==> src/rtl/dde_pkg.sv <==
// Shared constants, widths and types of the dust density estimator.
package dde_pkg;

  localparam int READING_SAMPLES  = 10;
  localparam int BASELINE_SAMPLES = 50;
  localparam int ADC_BITS         = 12;

  localparam int MAX_SAMPLES = (READING_SAMPLES > BASELINE_SAMPLES) ?
                               READING_SAMPLES : BASELINE_SAMPLES;

  // field and register widths
  localparam int WARM_W   = 16;
  localparam int GAIN_W   = 18;
  localparam int LIM_W    = 10;
  localparam int LVL_W    = 3;
  localparam int NBOUNDS  = 5;
  localparam int CNT_W    = 16;
  localparam int FRAC_W   = 8;
  localparam int AVG_W    = ADC_BITS + FRAC_W;
  localparam int SUM_W    = $clog2(MAX_SAMPLES * ((2 ** ADC_BITS) - 1) + 1);
  localparam int NUM_W    = SUM_W + FRAC_W;
  localparam int DENS_W   = AVG_W + GAIN_W;
  localparam int QFRAC_W  = 24;
  localparam int CLAMP_W  = LIM_W + QFRAC_W;
  localparam int NDIV_W   = $clog2(MAX_SAMPLES + 1);

  // APB register map
  localparam int DATA_W   = 32;
  localparam int NREGS    = 8;
  localparam int REGIDX_W = $clog2(NREGS);
  localparam int ADDR_W   = REGIDX_W + 2;

  // reciprocal divide by a constant count: q ~ (num * M) >> DIV_SH
  localparam int DIV_SH = NUM_W;
  localparam logic [DIV_SH:0] RECIP_BASE =
    (DIV_SH+1)'((64'd1 << DIV_SH) / BASELINE_SAMPLES);
  localparam logic [DIV_SH:0] RECIP_READ =
    (DIV_SH+1)'((64'd1 << DIV_SH) / READING_SAMPLES);
  localparam logic [NDIV_W-1:0] NDIV_BASE = NDIV_W'(BASELINE_SAMPLES);
  localparam logic [NDIV_W-1:0] NDIV_READ = NDIV_W'(READING_SAMPLES);

  typedef enum logic [REGIDX_W-1:0] {
    REG_WARMUP  = 3'd0,
    REG_GAIN    = 3'd1,
    REG_LIMIT   = 3'd2,
    REG_BOUND1  = 3'd3,
    REG_BOUND2  = 3'd4,
    REG_BOUND3  = 3'd5,
    REG_BOUND4  = 3'd6,
    REG_BOUND5  = 3'd7
  } reg_idx_t;

  typedef struct packed {
    logic [WARM_W-1:0]              warmup;
    logic [GAIN_W-1:0]              gain;
    logic [LIM_W-1:0]               limit;
    logic [NBOUNDS-1:0][LIM_W-1:0]  bound;
  } cfg_t;

  // group-average request from the accumulator to the divider
  typedef struct packed {
    logic             calib;
    logic [SUM_W-1:0] sum;
  } div_req_t;

  // divider result
  typedef struct packed {
    logic             calib;
    logic [AVG_W-1:0] avg;
  } div_res_t;

endpackage

==> src/rtl/dust_density_estimator.sv <==
// Top level of the dust density estimator.
//
//   channel | direction | handshake        | payload
//   --------+-----------+------------------+-------------------------------------------
//   in      | input     | in_valid/ready   | in_adc_sample
//   out     | output    | out_valid/ready  | out_dust_density, out_air_level,
//           |           |                  | out_baseline_level, out_group_average
//   cfg     | input     | APB psel/penable | paddr, pwdata, prdata (pready tied high)
//
// One sample is taken per cycle while in_ready is high. A group-ending sample's
// result passes through the divider's A, B and C registers, then the gain multiply
// and classify registers. Reset is synchronous, active low, and restores the register
// defaults and warmup. A stalled output backs up the pipeline stage by stage; once every
// stage is full, in_ready drops for every item, whether it ends a group or not.
module dust_density_estimator (
  input  logic                          clk,
  input  logic                          rst_n,
  input  logic                          in_valid,
  output logic                          in_ready,
  input  logic [dde_pkg::ADC_BITS-1:0]  in_adc_sample,
  output logic                          out_valid,
  input  logic                          out_ready,
  output logic [dde_pkg::LIM_W-1:0]     out_dust_density,
  output logic [dde_pkg::LVL_W-1:0]     out_air_level,
  output logic [dde_pkg::AVG_W-1:0]     out_baseline_level,
  output logic [dde_pkg::AVG_W-1:0]     out_group_average,
  input  logic                          psel,
  input  logic                          penable,
  input  logic                          pwrite,
  input  logic [dde_pkg::ADDR_W-1:0]    paddr,
  input  logic [dde_pkg::DATA_W-1:0]    pwdata,
  output logic [dde_pkg::DATA_W-1:0]    prdata,
  output logic                          pready
);
  import dde_pkg::*;

  cfg_t      cfg;
  div_req_t  req;
  div_res_t  res;
  logic      req_valid, req_ready;
  logic      res_valid, res_ready;
  logic      grp_end;

  dde_cfg u_cfg (
    .clk     (clk),
    .rst_n   (rst_n),
    .psel    (psel),
    .penable (penable),
    .pwrite  (pwrite),
    .paddr   (paddr),
    .pwdata  (pwdata),
    .prdata  (prdata),
    .pready  (pready),
    .cfg     (cfg)
  );

  dde_accum u_accum (
    .clk           (clk),
    .rst_n         (rst_n),
    .in_valid      (in_valid),
    .in_ready      (in_ready),
    .in_adc_sample (in_adc_sample),
    .warmup        (cfg.warmup),
    .req_valid     (grp_end),
    .req           (req)
  );

  // every item waits for room in the divider; only a group-ending one enters it
  assign req_valid = grp_end;
  assign in_ready  = req_ready;

  dde_div u_div (
    .clk       (clk),
    .rst_n     (rst_n),
    .req_valid (req_valid),
    .req_ready (req_ready),
    .req       (req),
    .res_valid (res_valid),
    .res_ready (res_ready),
    .res       (res)
  );

  dde_density u_density (
    .clk                (clk),
    .rst_n              (rst_n),
    .res_valid          (res_valid),
    .res_ready          (res_ready),
    .res                (res),
    .cfg                (cfg),
    .out_valid          (out_valid),
    .out_ready          (out_ready),
    .out_dust_density   (out_dust_density),
    .out_air_level      (out_air_level),
    .out_baseline_level (out_baseline_level),
    .out_group_average  (out_group_average)
  );

endmodule

==> src/rtl/dde_cfg.sv <==
// APB configuration registers of the dust density estimator.
module dde_cfg (
  input  logic                        clk,
  input  logic                        rst_n,
  input  logic                        psel,
  input  logic                        penable,
  input  logic                        pwrite,
  input  logic [dde_pkg::ADDR_W-1:0]  paddr,
  input  logic [dde_pkg::DATA_W-1:0]  pwdata,
  output logic [dde_pkg::DATA_W-1:0]  prdata,
  output logic                        pready,
  output dde_pkg::cfg_t               cfg
);
  import dde_pkg::*;

  cfg_t cfg_r, cfg_nxt;
  logic [REGIDX_W-1:0] idx;
  logic wr_en;

  assign idx    = paddr[ADDR_W-1:2];
  assign pready = 1'b1;
  assign wr_en  = psel && penable && pwrite;
  assign cfg    = cfg_r;

  always_comb begin
    cfg_nxt = cfg_r;
    if (wr_en) begin
      case (reg_idx_t'(idx))
        REG_WARMUP: cfg_nxt.warmup   = pwdata[WARM_W-1:0];
        REG_GAIN:   cfg_nxt.gain     = pwdata[GAIN_W-1:0];
        REG_LIMIT:  cfg_nxt.limit    = pwdata[LIM_W-1:0];
        REG_BOUND1: cfg_nxt.bound[0] = pwdata[LIM_W-1:0];
        REG_BOUND2: cfg_nxt.bound[1] = pwdata[LIM_W-1:0];
        REG_BOUND3: cfg_nxt.bound[2] = pwdata[LIM_W-1:0];
        REG_BOUND4: cfg_nxt.bound[3] = pwdata[LIM_W-1:0];
        REG_BOUND5: cfg_nxt.bound[4] = pwdata[LIM_W-1:0];
        default: ;
      endcase
    end
  end

  always_comb begin
    case (reg_idx_t'(idx))
      REG_WARMUP: prdata = DATA_W'(cfg_r.warmup);
      REG_GAIN:   prdata = DATA_W'(cfg_r.gain);
      REG_LIMIT:  prdata = DATA_W'(cfg_r.limit);
      REG_BOUND1: prdata = DATA_W'(cfg_r.bound[0]);
      REG_BOUND2: prdata = DATA_W'(cfg_r.bound[1]);
      REG_BOUND3: prdata = DATA_W'(cfg_r.bound[2]);
      REG_BOUND4: prdata = DATA_W'(cfg_r.bound[3]);
      REG_BOUND5: prdata = DATA_W'(cfg_r.bound[4]);
      default:    prdata = '0;
    endcase
  end

  always_ff @(posedge clk) begin
    if (!rst_n) begin
      cfg_r.warmup   <= WARM_W'(484);
      cfg_r.gain     <= GAIN_W'(52813);
      cfg_r.limit    <= LIM_W'(600);
      cfg_r.bound[0] <= LIM_W'(12);
      cfg_r.bound[1] <= LIM_W'(35);
      cfg_r.bound[2] <= LIM_W'(55);
      cfg_r.bound[3] <= LIM_W'(150);
      cfg_r.bound[4] <= LIM_W'(250);
    end else begin
      cfg_r <= cfg_nxt;
    end
  end

endmodule

==> src/rtl/dde_accum.sv <==
// Phase sequencing and sample accumulation; issues one request per finished group.
module dde_accum (
  input  logic                          clk,
  input  logic                          rst_n,
  input  logic                          in_valid,
  input  logic                          in_ready,
  input  logic [dde_pkg::ADC_BITS-1:0]  in_adc_sample,
  input  logic [dde_pkg::WARM_W-1:0]    warmup,
  output logic                          req_valid,
  output dde_pkg::div_req_t             req
);
  import dde_pkg::*;

  typedef enum logic [2:0] {
    PH_WARMUP  = 3'b001,
    PH_CALIB   = 3'b010,
    PH_MEASURE = 3'b100
  } phase_t;

  phase_t            phase_r, phase_nxt;
  logic [CNT_W-1:0]  cnt_r, cnt_nxt, cnt_inc;
  logic [SUM_W-1:0]  sum_r, sum_nxt, sum_add;
  logic              issue;
  logic              issue_calib;

  assign cnt_inc = cnt_r + CNT_W'(1);
  assign sum_add = sum_r + SUM_W'(in_adc_sample);

  always_comb begin
    phase_nxt   = phase_r;
    cnt_nxt     = cnt_r;
    sum_nxt     = sum_r;
    issue       = 1'b0;
    issue_calib = 1'b0;
    req.sum     = sum_add;
    case (phase_r)
      PH_CALIB: begin
        sum_nxt = sum_add;
        cnt_nxt = cnt_inc;
        if (cnt_inc >= CNT_W'(BASELINE_SAMPLES)) begin
          issue       = 1'b1;
          issue_calib = 1'b1;
          phase_nxt   = PH_MEASURE;
          cnt_nxt     = '0;
          sum_nxt     = '0;
        end
      end
      PH_MEASURE: begin
        sum_nxt = sum_add;
        cnt_nxt = cnt_inc;
        if (cnt_inc >= CNT_W'(READING_SAMPLES)) begin
          issue   = 1'b1;
          cnt_nxt = '0;
          sum_nxt = '0;
        end
      end
      default: begin
        // warmup and any stray code
        phase_nxt = PH_WARMUP;
        if (cnt_r < warmup) begin
          cnt_nxt = cnt_inc;
        end else begin
          // this sample is already the first one of calibration
          req.sum   = SUM_W'(in_adc_sample);
          sum_nxt   = SUM_W'(in_adc_sample);
          cnt_nxt   = CNT_W'(1);
          phase_nxt = PH_CALIB;
          if (BASELINE_SAMPLES <= 1) begin
            issue       = 1'b1;
            issue_calib = 1'b1;
            phase_nxt   = PH_MEASURE;
            cnt_nxt     = '0;
            sum_nxt     = '0;
          end
        end
      end
    endcase
    req.calib = issue_calib;
  end

  assign req_valid = in_valid && issue;

  always_ff @(posedge clk) begin
    if (!rst_n) begin
      phase_r <= PH_WARMUP;
      cnt_r   <= '0;
      sum_r   <= '0;
    end else if (in_valid && in_ready) begin
      phase_r <= phase_nxt;
      cnt_r   <= cnt_nxt;
      sum_r   <= sum_nxt;
    end
  end

endmodule

==> src/rtl/dde_div.sv <==
// Pipelined divide of a group sum by its constant sample count, giving a 12.8 average.
module dde_div (
  input  logic               clk,
  input  logic               rst_n,
  input  logic               req_valid,
  output logic               req_ready,
  input  dde_pkg::div_req_t  req,
  output logic               res_valid,
  input  logic               res_ready,
  output dde_pkg::div_res_t  res
);
  import dde_pkg::*;

  logic                      a_v_r, b_v_r, c_v_r;
  logic                      a_cal_r, b_cal_r;
  logic [NUM_W-1:0]          a_num_r, b_num_r;
  logic [NUM_W+DIV_SH:0]     b_prod_r, prod_nxt;
  div_res_t                  c_r, c_nxt;
  logic [DIV_SH:0]           recip;
  logic [NDIV_W-1:0]         ndiv;
  logic [NUM_W-1:0]          q_est, rem;
  logic                      a_rdy, b_rdy, c_rdy;

  assign c_rdy     = !c_v_r || res_ready;
  assign b_rdy     = !b_v_r || c_rdy;
  assign a_rdy     = !a_v_r || b_rdy;
  assign req_ready = a_rdy;

  // stage A -> B: multiply by the reciprocal, low by at most one
  assign recip    = a_cal_r ? RECIP_BASE : RECIP_READ;
  assign prod_nxt = a_num_r * recip;

  // stage B -> C: one correction step
  assign ndiv  = b_cal_r ? NDIV_BASE : NDIV_READ;
  assign q_est = b_prod_r[NUM_W+DIV_SH-1:DIV_SH];
  assign rem   = b_num_r - NUM_W'(q_est * ndiv);

  always_comb begin
    c_nxt.calib = b_cal_r;
    if (rem >= NUM_W'(ndiv)) begin
      c_nxt.avg = AVG_W'(q_est + NUM_W'(1));
    end else begin
      c_nxt.avg = AVG_W'(q_est);
    end
  end

  assign res_valid = c_v_r;
  assign res       = c_r;

  always_ff @(posedge clk) begin
    if (!rst_n) begin
      a_v_r <= 1'b0;
      b_v_r <= 1'b0;
      c_v_r <= 1'b0;
    end else begin
      if (a_rdy) a_v_r <= req_valid;
      if (b_rdy) b_v_r <= a_v_r;
      if (c_rdy) c_v_r <= b_v_r;
    end
  end

  always_ff @(posedge clk) begin
    if (a_rdy && req_valid) begin
      a_num_r <= {req.sum, {FRAC_W{1'b0}}};
      a_cal_r <= req.calib;
    end
    if (b_rdy && a_v_r) begin
      b_prod_r <= prod_nxt;
      b_num_r  <= a_num_r;
      b_cal_r  <= a_cal_r;
    end
    if (c_rdy && b_v_r) begin
      c_r <= c_nxt;
    end
  end

endmodule

==> src/rtl/dde_density.sv <==
// Baseline store, gain multiply, saturation, level classification and result register.
module dde_density (
  input  logic                          clk,
  input  logic                          rst_n,
  input  logic                          res_valid,
  output logic                          res_ready,
  input  dde_pkg::div_res_t             res,
  input  dde_pkg::cfg_t                 cfg,
  output logic                          out_valid,
  input  logic                          out_ready,
  output logic [dde_pkg::LIM_W-1:0]     out_dust_density,
  output logic [dde_pkg::LVL_W-1:0]     out_air_level,
  output logic [dde_pkg::AVG_W-1:0]     out_baseline_level,
  output logic [dde_pkg::AVG_W-1:0]     out_group_average
);
  import dde_pkg::*;

  logic [AVG_W-1:0]    base_r;
  logic                d_v_r, o_v_r;
  logic [DENS_W-1:0]   d_dens_r;
  logic [AVG_W-1:0]    d_avg_r, o_avg_r;
  logic [LIM_W-1:0]    o_dens_r;
  logic [LVL_W-1:0]    o_lvl_r, lvl_nxt;
  logic [AVG_W-1:0]    delta;
  logic [CLAMP_W-1:0]  cap, dens_c;
  logic [NBOUNDS-1:0]  above;
  logic                d_rdy, o_rdy;

  assign o_rdy     = !o_v_r || out_ready;
  assign d_rdy     = !d_v_r || o_rdy;
  // a calibration result only loads the baseline
  assign res_ready = res.calib || d_rdy;

  assign delta = (res.avg > base_r) ? (res.avg - base_r) : '0;
  assign cap   = {cfg.limit, {QFRAC_W{1'b0}}};

  always_comb begin
    if (d_dens_r > DENS_W'(cap)) begin
      dens_c = cap;
    end else begin
      dens_c = CLAMP_W'(d_dens_r);
    end
    for (int k = 0; k < NBOUNDS; k++) begin
      above[k] = dens_c > {cfg.bound[k], {QFRAC_W{1'b0}}};
    end
    // first bound not exceeded sets the level
    lvl_nxt = LVL_W'(NBOUNDS);
    for (int k = NBOUNDS - 1; k >= 0; k--) begin
      if (!above[k]) lvl_nxt = LVL_W'(k);
    end
  end

  assign out_valid          = o_v_r;
  assign out_dust_density   = o_dens_r;
  assign out_air_level      = o_lvl_r;
  assign out_baseline_level = base_r;
  assign out_group_average  = o_avg_r;

  always_ff @(posedge clk) begin
    if (!rst_n) begin
      d_v_r  <= 1'b0;
      o_v_r  <= 1'b0;
      base_r <= '0;
    end else begin
      if (res_valid && res.calib) base_r <= res.avg;
      if (d_rdy) d_v_r <= res_valid && !res.calib;
      if (o_rdy) o_v_r <= d_v_r;
    end
  end

  always_ff @(posedge clk) begin
    if (d_rdy && res_valid && !res.calib) begin
      d_dens_r <= delta * cfg.gain;
      d_avg_r  <= res.avg;
    end
    if (o_rdy && d_v_r) begin
      o_dens_r <= dens_c[CLAMP_W-1:QFRAC_W];
      o_lvl_r  <= lvl_nxt;
      o_avg_r  <= d_avg_r;
    end
  end

endmodule

==> config.mk <==
export PLATFORM = sky130hd
export DESIGN_NAME = dust_density_estimator
export DESIGN_NICKNAME = d
export VERILOG_FILES = /design/src/rtl/dde_pkg.sv /design/src/rtl/dust_density_estimator.sv /design/src/rtl/dde_cfg.sv /design/src/rtl/dde_accum.sv /design/src/rtl/dde_div.sv /design/src/rtl/dde_density.sv
export SDC_FILE = /design/constraint.sdc
export NUM_CORES = 2
export LEC_CHECK = 0
export ABC_AREA = 1
export BUFFER_PORTS_ARGS = -buffer_cell sky130_fd_sc_hd__clkbuf_2
export CAP_MARGIN = 40
export CORE_ASPECT_RATIO = 0.8
export CORE_MARGIN = 4
export CORE_UTILIZATION = 65
export CTS_CLUSTER_SIZE = 30
export DETAILED_ROUTE_END_ITERATION = 7
export PLACE_DENSITY = 0.81
export SLEW_MARGIN = 5
export SYNTH_ARGS = -nofsm -noshare
export SYNTH_HDL_FRONTEND = slang
export SYNTH_SLANG_ARGS = --single-unit
==> constraint.sdc <==
create_clock -name clk -period 17.24 [get_ports clk]
set_input_delay 1.724 -clock clk [delete_from_list [all_inputs] [get_ports clk]]
set_output_delay 1.724 -clock clk [all_outputs]
set_load 0.02 [all_outputs]
==> flow_summary.rst <==
.. list-table::
   :header-rows: 1

   * - Metric
     - Value
   * - TritonCTS clock tree
     - built
   * - Worst slew margin relative to its limit
     - 36.6%
   * - Vias in the first global route
     - around 34000
   * - I/O Buffers
     - roughly 110
   * - Max-cap check violation count
     - 0
   * - Unrepaired setup endpoints after global routing
     - false
   * - Leakage dissipation
     - 0.0226 uW
   * - Count of routing violations after the opening detailed-route iteration
     - between 3000 and 4000
   * - Ratio of routed vias to standard cells
     - ~5.7
   * - H-tree depth reported by CTS
     - 2
   * - Floorplan die width
     - approximately 290 um
   * - Most common flop cell mapped by yosys
     - sky130_fd_sc_hd__edfxtp_1
   * - Fraction of final layout cells sized beyond drive strength 1
     - around 5.6%
   * - Final core utilization
     - 69.6%
   * - Antenna violations before repair
     - 1
   * - I/O pin count
     - 144
   * - Clock sinks
     - 329
   * - Fraction of power spent switching nets
     - 30.0%
   * - Worst path required time
     - ~18 ns
   * - Highest clock rate
     - 118 MHz
   * - Xor/xnor share of the synthesized area
     - 2.44%
   * - HP Class
     - reg -> reg
   * - Die area
     - 68700 um^2
   * - Cell occurring most often along the worst timing path
     - sky130_fd_sc_hd__inv_1
   * - Netlist cell types
     - 60
   * - Met2 routed WL
     - 48000 um
   * - Highest net fanout along the worst path
     - 11
   * - Netlist area before placement
     - 42000 um^2
   * - Fraction of power consumed by the clock network
     - 39.7%
   * - Compound-cell area share of the yosys netlist
     - under 10%
   * - Peak supply drop
     - 72.5 uV
   * - EDFF count, synth
     - 173
   * - Antenna diodes
     - 0
   * - Cell count after synthesis
     - 5083
   * - Crit path largest cell delay
     - 0.56 ns
   * - Die span in y
     - between 200 and 250 um
   * - Number of gates resized after CTS
     - 0
   * - Slew at the pin closest to its max-slew limit
     - roughly 0.95 ns
   * - Sequential fraction of design power
     - 41.0%
   * - Period utilisation layout
     - 49.2%
   * - Final weighted congestion in routability-driven placement
     - 0.981
   * - Yosys reg bits
     - 329
   * - Area growth from synthesis to layout
     - 6.30%
   * - Clock Pin Slew Worst Setup and Hold Paths
     - 0.06 ns
   * - Final-report setup violation count
     - 0
   * - Internal power
     - 1430 uW
   * - First-pass iteration count of the detailed router
     - 6
   * - Wire length reported by the detailed router
     - 112000 um
   * - Gr ovfl total
     - 0
   * - Power per cell area
     - 45.9 nW/um^2
   * - Number of CTS-inserted buffers
     - 37
   * - Routed metal-1 wirelength
     - 47200 um
   * - Crit path DAT
     - 8.86 ns
   * - Global-route wire length before repair
     - roughly 180000 um
   * - Combinational share of power
     - roughly a fifth
   * - Post-Synth Adder-Cell Area
     - 40.4%
   * - Worst Setup Start Kind
     - register
   * - Number of hold-slack violations in the final timing report
     - 0
   * - Capturing element type of the critical path
     - register
   * - Max stage delay cell, worst path
     - sky130_fd_sc_hd__fa_1
   * - Core box area
     - 64100 um^2
   * - Number of pins with negative max-slew slack in the final report
     - 0
   * - Std-Cell Rows
     - just over 80
   * - Ys async rst share
     - 0%
   * - Largest net degree at the start of global routing
     - between 70 and 80
   * - Setup slack, reg-to-reg
     - 8.76 ns
   * - CTS Buffer Depth
     - 3
   * - Buffer type at the clock tree root
     - sky130_fd_sc_hd__clkbuf_16
   * - Fraction of the mapped netlist area in simple logic gates
     - 16.2%
   * - Filler cell count
     - 5093
   * - Placed wire-length estimate after detailed placement
     - 92000 um
   * - Total vias in the final route
     - between 30000 and 40000
   * - Number of buffers inserted for hold repair after clock tree synthesis
     - 0
   * - DRC violation count after routing
     - 0
   * - Post CTS Setup Buffer Count
     - 0
   * - Reported net switching power
     - 614 uW
   * - Setup TNS after final layout
     - 0 ns
   * - Uppermost layer routed
     - met5
   * - Final layout net count
     - 6232
   * - Largest family of logic cells by synthesized area
     - adder cells
   * - Result of the run
     - finished clean
   * - Crit Path Category
     - reg -> reg
   * - DR WL/cell
     - between 15 and 20 um
   * - Yosys warning total
     - 0
   * - Insertion delay to the later sink of the worst-skew pair
     - 0.58 ns
   * - Mapped Avg Cell Area
     - 8.25 um^2
   * - Number of nets with antenna violations after routing
     - 0
   * - Setup skew after layout
     - 0.0319 ns
   * - GRT Util Overall
     - between 30% and 40%
   * - Detail Route met3 WL
     - 12700 um
   * - Share of synthesized area occupied by flip-flops and latches
     - 19.8%
   * - Proportion of synthesized area in mux cells
     - 0%
   * - Starting density of the core
     - 65.5%
   * - Minimum period implied by the final worst setup slack
     - ~8.5 ns
[cell type report]
cell class | count | area, um^2 | area share [%]
flip-flops and latches | 329 | 8320 | 18.7
clock buffers | 48 | 1040 | 2.33
well taps | 850 | 1060 | 2.38
multi-input cells | 3428 | 28600 | 64.0
repair buffers | 152 | 906 | 2.03
inverters | 1203 | 4520 | 10.1
clock inverters | 19 | 191 | 0.429
[layer usage]
metal  vias to the layer above  GRT usage, %
li1                      16000             -
met1                     16500          48.1
met2                      1710          48.9
met3                       270          7.00
met4                         2          9.32
met5                         -             0
[power by group through the flow]
stage	clock network, uW	logic, uW	registers, uW
2_1_floorplan	0	275	853
4_1_cts	822	391	839
3_3_place_gp	0	380	856
5_1_grt	855	443	839
6_report	814	396	839
3_5_place_dp	0	386	856
[path summary, 6_finish.rpt]
| kind | cells after the start | to | startpoint |
|---|---|---|---|
| setup / recovery | 40 | u_density.d_dens_r[27]$_DFFE_PP_ | u_div.res[0]$_DFFE_PP_ |
| hold / removal | 0 | u_density.out_group_average[3]$_DFFE_PP_ | u_density.d_avg_r[3]$_DFFE_PP_ |
| setup reg to reg | 40 | u_density.d_dens_r[27]$_DFFE_PP_ | u_div.res[0]$_DFFE_PP_ |
| hold reg to reg | 0 | u_density.out_group_average[3]$_DFFE_PP_ | u_density.d_avg_r[3]$_DFFE_PP_ |
[synthesized netlist by cell type (90+ instances only)]
cell	number	area share, %
sky130_fd_sc_hd__a21oi_1	313	3.7
sky130_fd_sc_hd__clkbuf_1	93	0.83
sky130_fd_sc_hd__dfxtp_1	156	7.4
sky130_fd_sc_hd__edfxtp_1	173	12
sky130_fd_sc_hd__fa_1	549	26
sky130_fd_sc_hd__ha_1	476	14
sky130_fd_sc_hd__inv_1	1176	11
sky130_fd_sc_hd__nand2_1	865	7.7
sky130_fd_sc_hd__nand3_1	115	1.4
sky130_fd_sc_hd__nand4_1	90	1.3
sky130_fd_sc_hd__nor2_1	404	3.6
sky130_fd_sc_hd__o21ai_0	201	2.4
[per-stage QoR]
step                setup WS (ns)  instance area (um^2)  cells  total power, uW  hold slack (ns)
detailed placement           8.83                 43400   5962             1240            0.405
global placement             8.89                 43300   5956             1240            0.401
global route                 8.27                 44600   6029             2140            0.426
floorplan                   10.11                 42100   5109             1130            0.400
CTS                          8.81                 44600   6029             2050            0.419
finish                       8.76                 44600   6029             2050            0.417
[cells by family after synthesis]
family                     Yosys count
DFF                                329
AOI/OAI and AO/OA                  663
and+or+nand+nor                   1595
xor gates and xnor gates           117
other                                2
adders and majority gates         1025
buffers and inverters             1352
[sequential cells by signal, summed over array words and instances, names as in the netlist, 3 cells and up]
| signal | count |
|---|---|
| u_accum.cnt_r | 16 |
| u_accum.phase_r | 3 |
| u_accum.sum_r | 18 |
| u_cfg.cfg | 94 |
| u_density.d_avg_r | 20 |
| u_density.d_dens_r | 38 |
| u_density.out_air_level | 3 |
| u_density.out_baseline_level | 20 |
| u_density.out_dust_density | 10 |
| u_density.out_group_average | 20 |
| u_div.a_num_r | 18 |
| u_div.b_num_r | 18 |
| u_div.b_prod_r | 23 |
| u_div.res | 21 |
[worst max-delay path, delay by kind of cell, from the launching register on]
kind | cells | cell delay (ns)
compound gates | 5 | 1.07
xor+xnor | 1 | 0.26
fa+ha+maj | 9 | 3.99
buf+inv | 11 | 1.14
flops | 1 | 0.46
simple gates | 14 | 1.38
[cells in the final DEF, fill, tap and decap left out, drive strengths merged, types with 3 or more instances in the layout]
master,synthesis,final
xor2,79,79
nor3,37,37
a21o,12,12
inv,1192,1201
nor2,417,417
nand2,880,880
or2,3,3
o22ai,26,26
and2,4,4
conb,2,28
fa,549,549
a21oi,316,316
ha,476,476
edfxtp,173,173
dfxtp,156,156
a31oi,12,12
buf,56,41
o21bai,13,13
nand3b,7,7
nand4,91,91
xnor2,38,38
o21a,20,20
o211ai,29,29
o21ai,207,207
a211oi,4,4
a221oi,12,12
nand3,126,126
clkbuf,93,159
nor4,27,27
a21boi,3,3
clkinv,11,18
Power figures use the tool's default switching activity.
